File: src/rtl/assert_macros.svh
// Assertion helpers for the RTL.
`ifndef ASSERT_MACROS_SVH
`define ASSERT_MACROS_SVH

// Property checked on every rising clock edge outside reset.
`define ASSERT_CLK(lbl, clk, rstn, prop, msg) \
    lbl: assert property (@(posedge clk) disable iff (!rstn) (prop)) else $error(msg);

// Same-cycle implication checked outside reset.
`define ASSERT_IMPL(lbl, clk, rstn, ante, cons, msg) \
    `ASSERT_CLK(lbl, clk, rstn, (ante) |-> (cons), msg)

`endif

File: src/rtl/twre_pkg.sv
`default_nettype none

package twre_pkg;

    localparam int ACC_W = 64;
    localparam int OUT_W = 25;
    localparam int REF_W = 16;
    localparam int CNT_W = 7;

    localparam logic [CNT_W-1:0] DIV_STEPS  = 7'd64;
    localparam logic [CNT_W-1:0] SQRT_STEPS = 7'd32;
    localparam logic [ACC_W-1:0] SQRT_BIT0  = 64'h4000_0000_0000_0000;
    localparam logic [OUT_W-1:0] OUT_MAX    = '1;

    typedef enum logic [2:0] {
        ST_IDLE,
        ST_SQ,
        ST_WMUL,
        ST_CHECK,
        ST_DIV,
        ST_SQRT,
        ST_DONE
    } t_state;

    typedef enum logic [1:0] {
        OP_MUL,
        OP_DIV,
        OP_SQRT
    } t_op;

    typedef struct packed {
        logic start;
        t_op  op;
    } t_unit_req;

    typedef struct packed {
        logic done;
        logic busy;
    } t_unit_rsp;

    function automatic logic [ACC_W-1:0] sat_add(input logic [ACC_W-1:0] a,
                                                 input logic [ACC_W-1:0] b);
        logic [ACC_W:0] s;
        s = {1'b0, a} + {1'b0, b};
        return s[ACC_W] ? '1 : s[ACC_W-1:0];
    endfunction

endpackage

`default_nettype wire

File: src/rtl/twre_alu.sv
`default_nettype none

// Shared multi-cycle unit: saturating shift-add multiply, restoring divide,
// bit-pair integer square root. One step per cycle.
module twre_alu (
    input  wire logic                         i_clk,
    input  wire logic                         i_rst_n,
    input  wire twre_pkg::t_unit_req          i_req,
    input  wire logic [twre_pkg::ACC_W-1:0]   i_op_a,
    input  wire logic [twre_pkg::ACC_W-1:0]   i_op_b,
    output twre_pkg::t_unit_rsp               o_rsp,
    output logic      [twre_pkg::ACC_W-1:0]   o_result
);

    localparam int W = twre_pkg::ACC_W;

    logic                        r_busy;
    logic                        r_done;
    twre_pkg::t_op               r_op;
    logic [twre_pkg::CNT_W-1:0]  r_cnt;
    logic [W-1:0]                r_x;    // mul: shifted multiplicand, div: dividend, sqrt: rest
    logic [W-1:0]                r_y;    // mul: multiplier, div: divisor, sqrt: trial bit
    logic [W-1:0]                r_acc;  // product, quotient or root
    logic [W-1:0]                r_rem;
    logic                        r_ovf;  // multiplicand shifted past the top
    logic                        r_sat;

    logic [W:0]   mul_sum;
    logic [W:0]   div_sh;
    logic         div_ge;
    logic [W:0]   div_diff;
    logic [W-1:0] sq_trial;
    logic         sq_ge;
    logic         step_end;

    always_comb begin
        mul_sum  = {1'b0, r_acc} + {1'b0, r_x};
        div_sh   = {r_rem, r_x[W-1]};
        div_ge   = (div_sh >= {1'b0, r_y});
        div_diff = div_sh - {1'b0, r_y};
        sq_trial = r_acc + r_y;
        sq_ge    = (r_x >= sq_trial);
        step_end = (r_op == twre_pkg::OP_MUL) ? (r_y == '0) : (r_cnt == '0);
    end

    always_ff @(posedge i_clk) begin
        if (!i_rst_n) begin
            r_busy <= 1'b0;
            r_done <= 1'b0;
        end else begin
            r_done <= 1'b0;
            if (i_req.start) begin
                r_busy <= 1'b1;
            end else if (r_busy && step_end) begin
                r_busy <= 1'b0;
                r_done <= 1'b1;
            end
        end
    end

    always_ff @(posedge i_clk) begin
        if (i_req.start) begin
            r_op  <= i_req.op;
            r_acc <= '0;
            r_rem <= '0;
            r_ovf <= 1'b0;
            r_sat <= 1'b0;
            r_x   <= i_op_a;
            unique case (i_req.op)
                twre_pkg::OP_MUL: begin
                    r_y   <= i_op_b;
                    r_cnt <= '0;
                end
                twre_pkg::OP_DIV: begin
                    r_y   <= i_op_b;
                    r_cnt <= twre_pkg::DIV_STEPS;
                end
                twre_pkg::OP_SQRT: begin
                    r_y   <= twre_pkg::SQRT_BIT0;
                    r_cnt <= twre_pkg::SQRT_STEPS;
                end
                default: begin
                    r_y   <= '0;
                    r_cnt <= '0;
                end
            endcase
        end else if (r_busy && !step_end) begin
            unique case (r_op)
                twre_pkg::OP_MUL: begin
                    if (r_y[0]) begin
                        r_acc <= mul_sum[W-1:0];
                        if (mul_sum[W] || r_ovf) begin
                            r_sat <= 1'b1;
                        end
                    end
                    r_ovf <= r_ovf | r_x[W-1];
                    r_x   <= {r_x[W-2:0], 1'b0};
                    r_y   <= {1'b0, r_y[W-1:1]};
                end
                twre_pkg::OP_DIV: begin
                    r_rem <= div_ge ? div_diff[W-1:0] : div_sh[W-1:0];
                    r_acc <= {r_acc[W-2:0], div_ge};
                    r_x   <= {r_x[W-2:0], 1'b0};
                    r_cnt <= r_cnt - 1'b1;
                end
                twre_pkg::OP_SQRT: begin
                    if (sq_ge) begin
                        r_x   <= r_x - sq_trial;
                        r_acc <= {1'b0, r_acc[W-1:1]} + r_y;
                    end else begin
                        r_acc <= {1'b0, r_acc[W-1:1]};
                    end
                    r_y   <= {2'b00, r_y[W-1:2]};
                    r_cnt <= r_cnt - 1'b1;
                end
                default: begin
                    r_cnt <= '0;
                end
            endcase
        end
    end

    assign o_rsp.done = r_done;
    assign o_rsp.busy = r_busy;
    assign o_result   = r_sat ? '1 : r_acc;

endmodule

`default_nettype wire

File: src/rtl/time_weighted_rms_tracking_error_unit.sv
// Time-weighted RMS tracking error.
// Input channel (i_in_valid / o_in_stall): one sample per transfer with time,
// measured and setpoint position, setpoint flag and reference id/presence.
// Output channel (o_out_valid / i_out_stall): one RMS result per sample, in
// sample order. Results wait in an output register, so a new sample is taken
// while the previous result is still stalled.
// A sample that clears or only records its time goes straight to the done
// state; one that adds nothing checks the total and, while it is zero, also
// goes straight to done. Otherwise a 64-step divide and a 32-step root run
// through one shared unit. An accumulating sample first runs three squares
// and one dt multiply on that unit.
// Input flow: the next sample is taken at the earliest in the cycle after the
// result is loaded; o_in_stall is high while the sequencer works, and stays high
// if the output register is still full and stalled when the next result is ready.
// Reset (synchronous, active low) forgets the reference and the time and
// clears both accumulators; no result is pending afterwards.
`default_nettype none
`include "assert_macros.svh"

module time_weighted_rms_tracking_error_unit #(
    parameter int POS_WIDTH  = 24,
    parameter int TIME_WIDTH = 40
) (
    input  wire logic                              i_clk,
    input  wire logic                              i_rst_n,
    // sample channel
    input  wire logic                              i_in_valid,
    output logic                                   o_in_stall,
    input  wire logic        [TIME_WIDTH-1:0]      i_time_us,
    input  wire logic signed [POS_WIDTH-1:0]       i_pos_x,
    input  wire logic signed [POS_WIDTH-1:0]       i_pos_y,
    input  wire logic signed [POS_WIDTH-1:0]       i_pos_z,
    input  wire logic signed [POS_WIDTH-1:0]       i_target_x,
    input  wire logic signed [POS_WIDTH-1:0]       i_target_y,
    input  wire logic signed [POS_WIDTH-1:0]       i_target_z,
    input  wire logic                              i_target_valid,
    input  wire logic                              i_ref_present,
    input  wire logic        [twre_pkg::REF_W-1:0] i_ref_id,
    // result channel
    output logic                                   o_out_valid,
    input  wire logic                              i_out_stall,
    output logic             [twre_pkg::OUT_W-1:0] o_rms_error_mm
);

    localparam int W = twre_pkg::ACC_W;

    // |p - t| always fits POS_WIDTH bits: the difference stays within
    // +/-(2^POS_WIDTH - 1).
    function automatic logic [POS_WIDTH-1:0] abs_diff(input logic signed [POS_WIDTH-1:0] p,
                                                      input logic signed [POS_WIDTH-1:0] t);
        logic signed [POS_WIDTH:0] d;
        logic        [POS_WIDTH:0] m;
        d = (POS_WIDTH+1)'(p) - (POS_WIDTH+1)'(t);
        m = d[POS_WIDTH] ? unsigned'(-d) : unsigned'(d);
        return m[POS_WIDTH-1:0];
    endfunction

    twre_pkg::t_state r_state, n_state;
    logic             r_issued;

    // tracking state
    logic                        r_ref_valid;
    logic [twre_pkg::REF_W-1:0]  r_last_ref;
    logic                        r_time_valid;
    logic [TIME_WIDTH-1:0]       r_last_time;
    logic [W-1:0]                r_sum;
    logic [TIME_WIDTH-1:0]       r_total;

    // per-sample working registers
    logic [TIME_WIDTH-1:0]       r_dt;
    logic [POS_WIDTH-1:0]        r_mag [3];
    logic [1:0]                  r_axis;
    logic [W-1:0]                r_sq;
    logic [W-1:0]                r_quot;
    logic [twre_pkg::OUT_W-1:0]  r_res;

    // output register
    logic                        r_out_valid;
    logic [twre_pkg::OUT_W-1:0]  r_out_data;

    // shared unit
    twre_pkg::t_unit_req unit_req;
    twre_pkg::t_unit_rsp unit_rsp;
    logic [W-1:0]        unit_a;
    logic [W-1:0]        unit_b;
    logic [W-1:0]        unit_res;

    logic                 in_xfer;
    logic                 no_ref;
    logic                 new_ref;
    logic                 new_time;
    logic                 accum;
    logic                 out_load;
    logic [TIME_WIDTH:0]  total_sum;

    assign o_in_stall = (r_state != twre_pkg::ST_IDLE);
    assign in_xfer    = i_in_valid && !o_in_stall;

    // Sample classification, in priority order.
    assign no_ref   = !i_ref_present;
    assign new_ref  = !r_ref_valid || (i_ref_id != r_last_ref);
    assign new_time = !r_time_valid;
    assign accum    = i_target_valid && (i_time_us > r_last_time);

    assign out_load  = (r_state == twre_pkg::ST_DONE) && (!r_out_valid || !i_out_stall);
    assign total_sum = {1'b0, r_total} + {1'b0, r_dt};

    // Next state.
    always_comb begin
        n_state = r_state;
        unique case (r_state)
            twre_pkg::ST_IDLE: begin
                if (in_xfer) begin
                    priority if (no_ref || new_ref || new_time) begin
                        n_state = twre_pkg::ST_DONE;
                    end else if (accum) begin
                        n_state = twre_pkg::ST_SQ;
                    end else begin
                        n_state = twre_pkg::ST_CHECK;
                    end
                end
            end
            twre_pkg::ST_SQ: begin
                if (unit_rsp.done && (r_axis == 2'd2)) begin
                    n_state = twre_pkg::ST_WMUL;
                end
            end
            twre_pkg::ST_WMUL: begin
                if (unit_rsp.done) begin
                    n_state = twre_pkg::ST_CHECK;
                end
            end
            twre_pkg::ST_CHECK: begin
                n_state = (r_total != '0) ? twre_pkg::ST_DIV : twre_pkg::ST_DONE;
            end
            twre_pkg::ST_DIV: begin
                if (unit_rsp.done) begin
                    n_state = twre_pkg::ST_SQRT;
                end
            end
            twre_pkg::ST_SQRT: begin
                if (unit_rsp.done) begin
                    n_state = twre_pkg::ST_DONE;
                end
            end
            twre_pkg::ST_DONE: begin
                if (out_load) begin
                    n_state = twre_pkg::ST_IDLE;
                end
            end
            default: begin
                n_state = twre_pkg::ST_IDLE;
            end
        endcase
    end

    // Unit commands: one start per operation, operands picked by state.
    always_comb begin
        unit_req.start = 1'b0;
        unit_req.op    = twre_pkg::OP_MUL;
        unit_a         = '0;
        unit_b         = '0;
        unique case (r_state)
            twre_pkg::ST_SQ: begin
                unit_req.start = !r_issued;
                unit_req.op    = twre_pkg::OP_MUL;
                unit_a         = {{(W-POS_WIDTH){1'b0}}, r_mag[r_axis]};
                unit_b         = {{(W-POS_WIDTH){1'b0}}, r_mag[r_axis]};
            end
            twre_pkg::ST_WMUL: begin
                unit_req.start = !r_issued;
                unit_req.op    = twre_pkg::OP_MUL;
                unit_a         = r_sq;
                unit_b         = {{(W-TIME_WIDTH){1'b0}}, r_dt};
            end
            twre_pkg::ST_DIV: begin
                unit_req.start = !r_issued;
                unit_req.op    = twre_pkg::OP_DIV;
                unit_a         = r_sum;
                unit_b         = {{(W-TIME_WIDTH){1'b0}}, r_total};
            end
            twre_pkg::ST_SQRT: begin
                unit_req.start = !r_issued;
                unit_req.op    = twre_pkg::OP_SQRT;
                unit_a         = r_quot;
            end
            default: begin
                unit_req.start = 1'b0;
            end
        endcase
    end

    twre_alu u_alu (
        .i_clk    (i_clk),
        .i_rst_n  (i_rst_n),
        .i_req    (unit_req),
        .i_op_a   (unit_a),
        .i_op_b   (unit_b),
        .o_rsp    (unit_rsp),
        .o_result (unit_res)
    );

    // Control and tracking state.
    always_ff @(posedge i_clk) begin
        if (!i_rst_n) begin
            r_state      <= twre_pkg::ST_IDLE;
            r_issued     <= 1'b0;
            r_ref_valid  <= 1'b0;
            r_last_ref   <= '0;
            r_time_valid <= 1'b0;
            r_sum        <= '0;
            r_total      <= '0;
            r_out_valid  <= 1'b0;
        end else begin
            r_state <= n_state;

            if (unit_req.start) begin
                r_issued <= 1'b1;
            end else if (unit_rsp.done) begin
                r_issued <= 1'b0;
            end

            if (in_xfer) begin
                priority if (no_ref) begin
                    r_ref_valid  <= 1'b0;
                    r_time_valid <= 1'b0;
                    r_sum        <= '0;
                    r_total      <= '0;
                end else if (new_ref) begin
                    r_ref_valid  <= 1'b1;
                    r_last_ref   <= i_ref_id;
                    r_time_valid <= 1'b0;
                    r_sum        <= '0;
                    r_total      <= '0;
                end else if (new_time) begin
                    r_time_valid <= 1'b1;
                    r_sum        <= '0;
                    r_total      <= '0;
                end
            end

            // total saturates at all ones
            if ((r_state == twre_pkg::ST_WMUL) && unit_rsp.done) begin
                r_sum   <= twre_pkg::sat_add(r_sum, unit_res);
                r_total <= total_sum[TIME_WIDTH] ? '1 : total_sum[TIME_WIDTH-1:0];
            end

            if (out_load) begin
                r_out_valid <= 1'b1;
            end else if (!i_out_stall) begin
                r_out_valid <= 1'b0;
            end
        end
    end

    // Payload registers.
    always_ff @(posedge i_clk) begin
        if (in_xfer) begin
            // time is taken when none is recorded for the held reference, or with a setpoint
            if (i_ref_present && !new_ref && (new_time || i_target_valid)) begin
                r_last_time <= i_time_us;
            end
            r_dt     <= i_time_us - r_last_time;
            r_mag[0] <= abs_diff(i_pos_x, i_target_x);
            r_mag[1] <= abs_diff(i_pos_y, i_target_y);
            r_mag[2] <= abs_diff(i_pos_z, i_target_z);
            r_axis   <= '0;
            r_sq     <= '0;
            r_res    <= '0;
        end
        if ((r_state == twre_pkg::ST_SQ) && unit_rsp.done) begin
            r_sq   <= twre_pkg::sat_add(r_sq, unit_res);
            r_axis <= r_axis + 2'd1;
        end
        if ((r_state == twre_pkg::ST_DIV) && unit_rsp.done) begin
            r_quot <= unit_res;
        end
        if ((r_state == twre_pkg::ST_SQRT) && unit_rsp.done) begin
            r_res <= (unit_res[W-1:twre_pkg::OUT_W] != '0) ? twre_pkg::OUT_MAX
                                                          : unit_res[twre_pkg::OUT_W-1:0];
        end
        if (out_load) begin
            r_out_data <= r_res;
        end
    end

    assign o_out_valid    = r_out_valid;
    assign o_rms_error_mm = r_out_data;

    `ASSERT_IMPL(a_idle_no_cmd, i_clk, i_rst_n, r_state == twre_pkg::ST_IDLE, !r_issued && !unit_rsp.busy, "unit command outstanding while idle")
    `ASSERT_IMPL(a_done_in_op, i_clk, i_rst_n, unit_rsp.done, (r_state == twre_pkg::ST_SQ) || (r_state == twre_pkg::ST_WMUL) || (r_state == twre_pkg::ST_DIV) || (r_state == twre_pkg::ST_SQRT), "unit finished outside an operation state")
    `ASSERT_IMPL(a_zero_total_sum, i_clk, i_rst_n, r_total == '0, r_sum == '0, "weighted sum nonzero with zero total time")
    `ASSERT_CLK(a_out_from_done, i_clk, i_rst_n, $rose(r_out_valid) |-> $past(r_state == twre_pkg::ST_DONE), "result loaded outside the done state")

endmodule

`default_nettype wire

File: config.mk
export PLATFORM = sky130hd
export DESIGN_NAME = time_weighted_rms_tracking_error_unit
export DESIGN_NICKNAME = d
export VERILOG_FILES = /design/src/rtl/twre_pkg.sv /design/src/rtl/twre_alu.sv /design/src/rtl/time_weighted_rms_tracking_error_unit.sv
export VERILOG_INCLUDE_DIRS = /design/src /design/src/rtl
export SDC_FILE = /design/constraint.sdc
export NUM_CORES = 2
export LEC_CHECK = 0
export BUFFER_PORTS_ARGS = -buffer_cell sky130_fd_sc_hd__buf_2
export CORE_ASPECT_RATIO = 1.25
export CORE_MARGIN = 3
export CORE_UTILIZATION = 38
export DETAILED_ROUTE_END_ITERATION = 12
export PLACE_DENSITY = 0.52
export SLEW_MARGIN = 10
export SYNTH_ARGS = -nofsm -noshare
export SYNTH_HDL_FRONTEND = slang
export SYNTH_SLANG_ARGS = --single-unit
File: constraint.sdc
create_clock -name i_clk -period 14.67 [get_ports i_clk]
set_input_delay 0.7335 -clock i_clk [delete_from_list [all_inputs] [get_ports i_clk]]
set_output_delay 0.7335 -clock i_clk [all_outputs]
set_load 0.05 [all_outputs]
==> results.md <==
* Status: complete, no violations
* Post-synth EDFFs at 468
* Clock Path Buffers at 3
* Boundary Pins at 233
* Dpl hpwl at 202000 µm
* Synth-to-layout area growth at 10.00%
* Detailed-route DRC error count at 0
* # rows at between 150 and 200
* PostCTS Resize Cnt at 0
* Placer congestion estimate at roughly 1.0
* Peak VDD IR at 0.0002693 V
* Die area at 179100 µm²
* # Max-Cap Violations at 0
* Max_slew headroom at 10.28%
* Die height at 472.4 µm
* Number of post-CTS setup repair buffers at 0
* Place WS at 6.276 ns
* Die width at 379.1 µm
* Syn Std Cell Area at ~66000 µm²
* Final critical-path share of the clock period at 57.20%
* Routed wire length at 259900 µm
* Simple-Gate Fraction of Synth Area at ~15%
* Vias in the first global route at 59836
* Avg Synthesized Cell Area at 8.357 µm²
* R2R Path Start: u_alu.r_y[8]
* Core area at approximately 170000 µm²
* Largest net degree at the start of global routing at 137
* Synth Register Bits at 729
* CP Capture Type: register
* PD cells at 267.2 nW/µm²
* Worst Setup EP: u_alu.r_acc[59]
* Mapped Cells at 7913
* Initial Util at between 30% and 40%
* CTS tree: yes
* Critical R2R Capture: u_alu.r_acc[59]
* Largest family of logic cells by synthesized area: compound AO/OA/AOI/OAI gates
* Xor/xnor cell area share of the yosys netlist at 8.066%
* Final setup fails at 0
* Max Slew Vio Count at 0
* Root buf cell: clkbuf_16
* Register Area at just under 20000 µm²
* Grt total ovfl at 0
* RSZ-0062 raised after global routing: false
* FMAX at 0.1192 GHz
* Antenna Nets Post-Route at 0
* Setup Crit Path Kind: reg2reg
* Compound-cell area share of the yosys netlist at between 20 and 30%
* Clk slew on worst S/H paths at about 0.070 ns
* Post-synthesis mux area share at 3.300%
* Fin crit period at 8.391 ns
* Pin slew with the least headroom to its limit at 1.346 ns
* Vias at 62519
* Endpoints failing hold at 0
* WL met2 at 115900 µm
* Metal3 WL at 17180 µm
* Final #Nets at about 8800
* DR pass1 iterations at 6
* Reg2Reg Setup Slack at 6.28 ns
* Vias/cell at 6.091
* Setup WS post-layout at 6.279 ns
* Initial antenna violation count at 11
* CP max FO at 50
* Multi-input logic area at 44080 µm²
* Filler Cell Count at 17419
* Main synth FF type: edfxtp_1
* Hold-fix buffers, CTS at 0
* Worst-skew pair later-pin latency at 0.73 ns
* Async set-reset flop share out of synthesis at 0%
* Total GRT Usage at 28.14%
* Clock Skews at 0.03174 ns
* Reg2Reg Depth at 25
* # port buffers at 232
* Adder and majority gate portion of the synthesized area at 11.85%
* Fin Setup TNS at 0 ns
* Metal1 wirelength at 115800 µm
* Final Core Density at 42.22%
* Post-synth net total at 8738
* HP Class: in2reg
* CTS H-tree lvls at 3
* Top Layer Used: met5
* Required @ worst endpoint at 15.27 ns
* Synth Warn # at 0
* P_leak at 30.92 nW
* Post-synthesis cell type count at approximately 100
* Crit path DAT at 8.99 ns
* Worst setup SP type: register
* Fraction of layout cells with a size suffix above 1 at 8.710%
* Sink Count at 729
* WL/cell at about 25 µm
* First-pass GRT wire length at 384700 µm
* Num CTS Buffers at between 90 and 100
* Initial DRC count at 5428
* Seq/Total Area, Yosys at 29.15%
* Setup crit start: u_alu.r_y[8]
## cells in the mapped netlist, drive strengths merged, types with 20 or more instances
cell type	instances	share of area (%)
nor3	143	1.1
or2	93	0.88
a21boi	56	0.64
a22oi	29	0.33
a21oi	886	6.7
inv	357	2.0
mux2i	185	2.8
o211a	26	0.39
o21a	116	1.3
o31a	20	0.26
edfxtp	468	21
o221ai	28	0.39
and2	44	0.42
nand2b	73	0.69
a211oi	94	1.1
a2111oi	40	0.55
nor2b	101	0.96
nand3	139	1.1
o211ai	57	0.65
mux2	29	0.50
or3	31	0.29
a21o	377	4.3
a221oi	118	1.6
a221o	21	0.32
a31oi	91	0.87
o21ai	535	4.0
clkbuf	372	2.1
nand4	125	1.2
ha	607	11
xor2	242	3.2
nor2	588	3.3
xnor2	367	4.9
buf	35	0.29
dfxtp	261	7.9
and3	64	0.61
o21bai	93	1.1
nand2	612	3.5
nor4	68	0.68
o31ai	54	0.64
o22ai	27	0.26
## registers in the layout, indices dropped and copies added, names as in the netlist, 40 cells and up, named ones only
| register | cells |
|---|---|
| r_sum | 64 |
| r_total | 40 |
| u_alu.r_y | 63 |
| r_dt | 40 |
| u_alu.r_acc | 64 |
| u_alu.r_x | 64 |
| r_mag | 72 |
| u_alu.r_rem | 64 |
| r_sq | 64 |
| r_last_time | 40 |
| r_quot | 64 |
## critical path, stage by stage, from the launching register on
cell and delay [ns]:
edfxtp_1 0.59, ha_1 0.41, a21oi_1 0.24, o21ai_0 0.13
a221oi_1 0.28, o21ai_1 0.21, a31oi_1 0.50, o21ai_1 0.32
a31oi_1 0.57, o21a_1 0.29, o21ai_1 0.17, a21o_1 0.21
a21oi_1 0.16, xnor2_1 0.10, ha_1 0.40, a21o_1 0.15
a21o_1 0.11, a21oi_1 0.07, o21ai_0 0.59, a21o_1 0.19
o31ai_1 0.11, a21oi_4 0.14, buf_4 0.63, and2_1 1.04
a21oi_1 0.16, a2111oi_0 0.39
## layout make-up
cell class	instances	share of cell area, %
multi-input combinational	6417	60.60
sequential	729	26.51
tap	2236	3.846
clock buffer	125	3.604
timing repair buffer	349	2.821
inverter	360	1.871
clock inverter	45	0.7448
antenna	3	0.01032
## layer usage
metal / GRT usage [%] / up-vias
met5: 0 / -
met4: 11.14 / 6
met3: 3.542 / 414
li1: - / 29542
met2: 44.47 / 2162
met1: 38.83 / 30395
## power by group
| part | internal [mW] | switching, mW |
|---|---|---|
| Sequential | 3.05 | 0.722 |
| Combinational | 4.69 | 8.54 |
| Clock | 1.43 | 1.00 |
| Total | 9.17 | 10.3 |
## placed cells by master (no fill, tap or decap), types with 93 or more instances in the layout
cell,instances
xor2_1,242
nor2_1,586
nor3_1,140
mux2i_1,184
xnor2_1,367
nor2b_1,101
ha_1,605
a21o_1,377
buf_4,115
a221oi_1,114
o21ai_0,511
a21oi_1,882
nand4_1,125
inv_1,356
edfxtp_1,468
nand2_1,609
o21a_1,116
nand3_1,138
a211oi_1,93
dfxtp_1,260
clkbuf_16,96
buf_2,232
## worst min-delay path by stage
stage / from / end / cells after the start
2_1_floorplan: r_res[0] / o_rms_error_mm[0] / 0
3_3_place_gp: r_res[5] / o_rms_error_mm[5] / 0
3_5_place_dp: r_res[0] / o_rms_error_mm[0] / 0
4_1_cts: i_time_us[27] / r_last_time[27] / 1
5_1_grt: i_time_us[27] / r_last_time[27] / 1
6_report: i_time_us[12] / r_last_time[12] / 1
## logic make-up (layout without fill, tap and decap cells)
kind of cell             count (synthesis)  count (layout)
AO/OA/AOI/OAI                         2835            2835
AND/OR/NAND/NOR                       2140            2140
buffers and inverters                  767             879
flip-flops                             729             729
adder cells (fa/ha/maj)                619             619
XOR/XNOR                               609             609
multiplexers                           214             214
other                                    0               3
## through the flow
step | hold slack (ns) | total power, mW | instance area [µm²] | instances
5_1_grt | 0.1805 | 20.66 | 72730 | 10262
4_1_cts | 0.1386 | 19.25 | 72720 | 10260
6_report | 0.2066 | 19.44 | 72740 | 10264
2_1_floorplan | 0.4003 | 12.56 | 66130 | 7913
3_3_place_gp | 0.4049 | 16.76 | 69560 | 10090
3_5_place_dp | 0.4045 | 16.71 | 69560 | 10090
(Power assumes the default switching activity.)
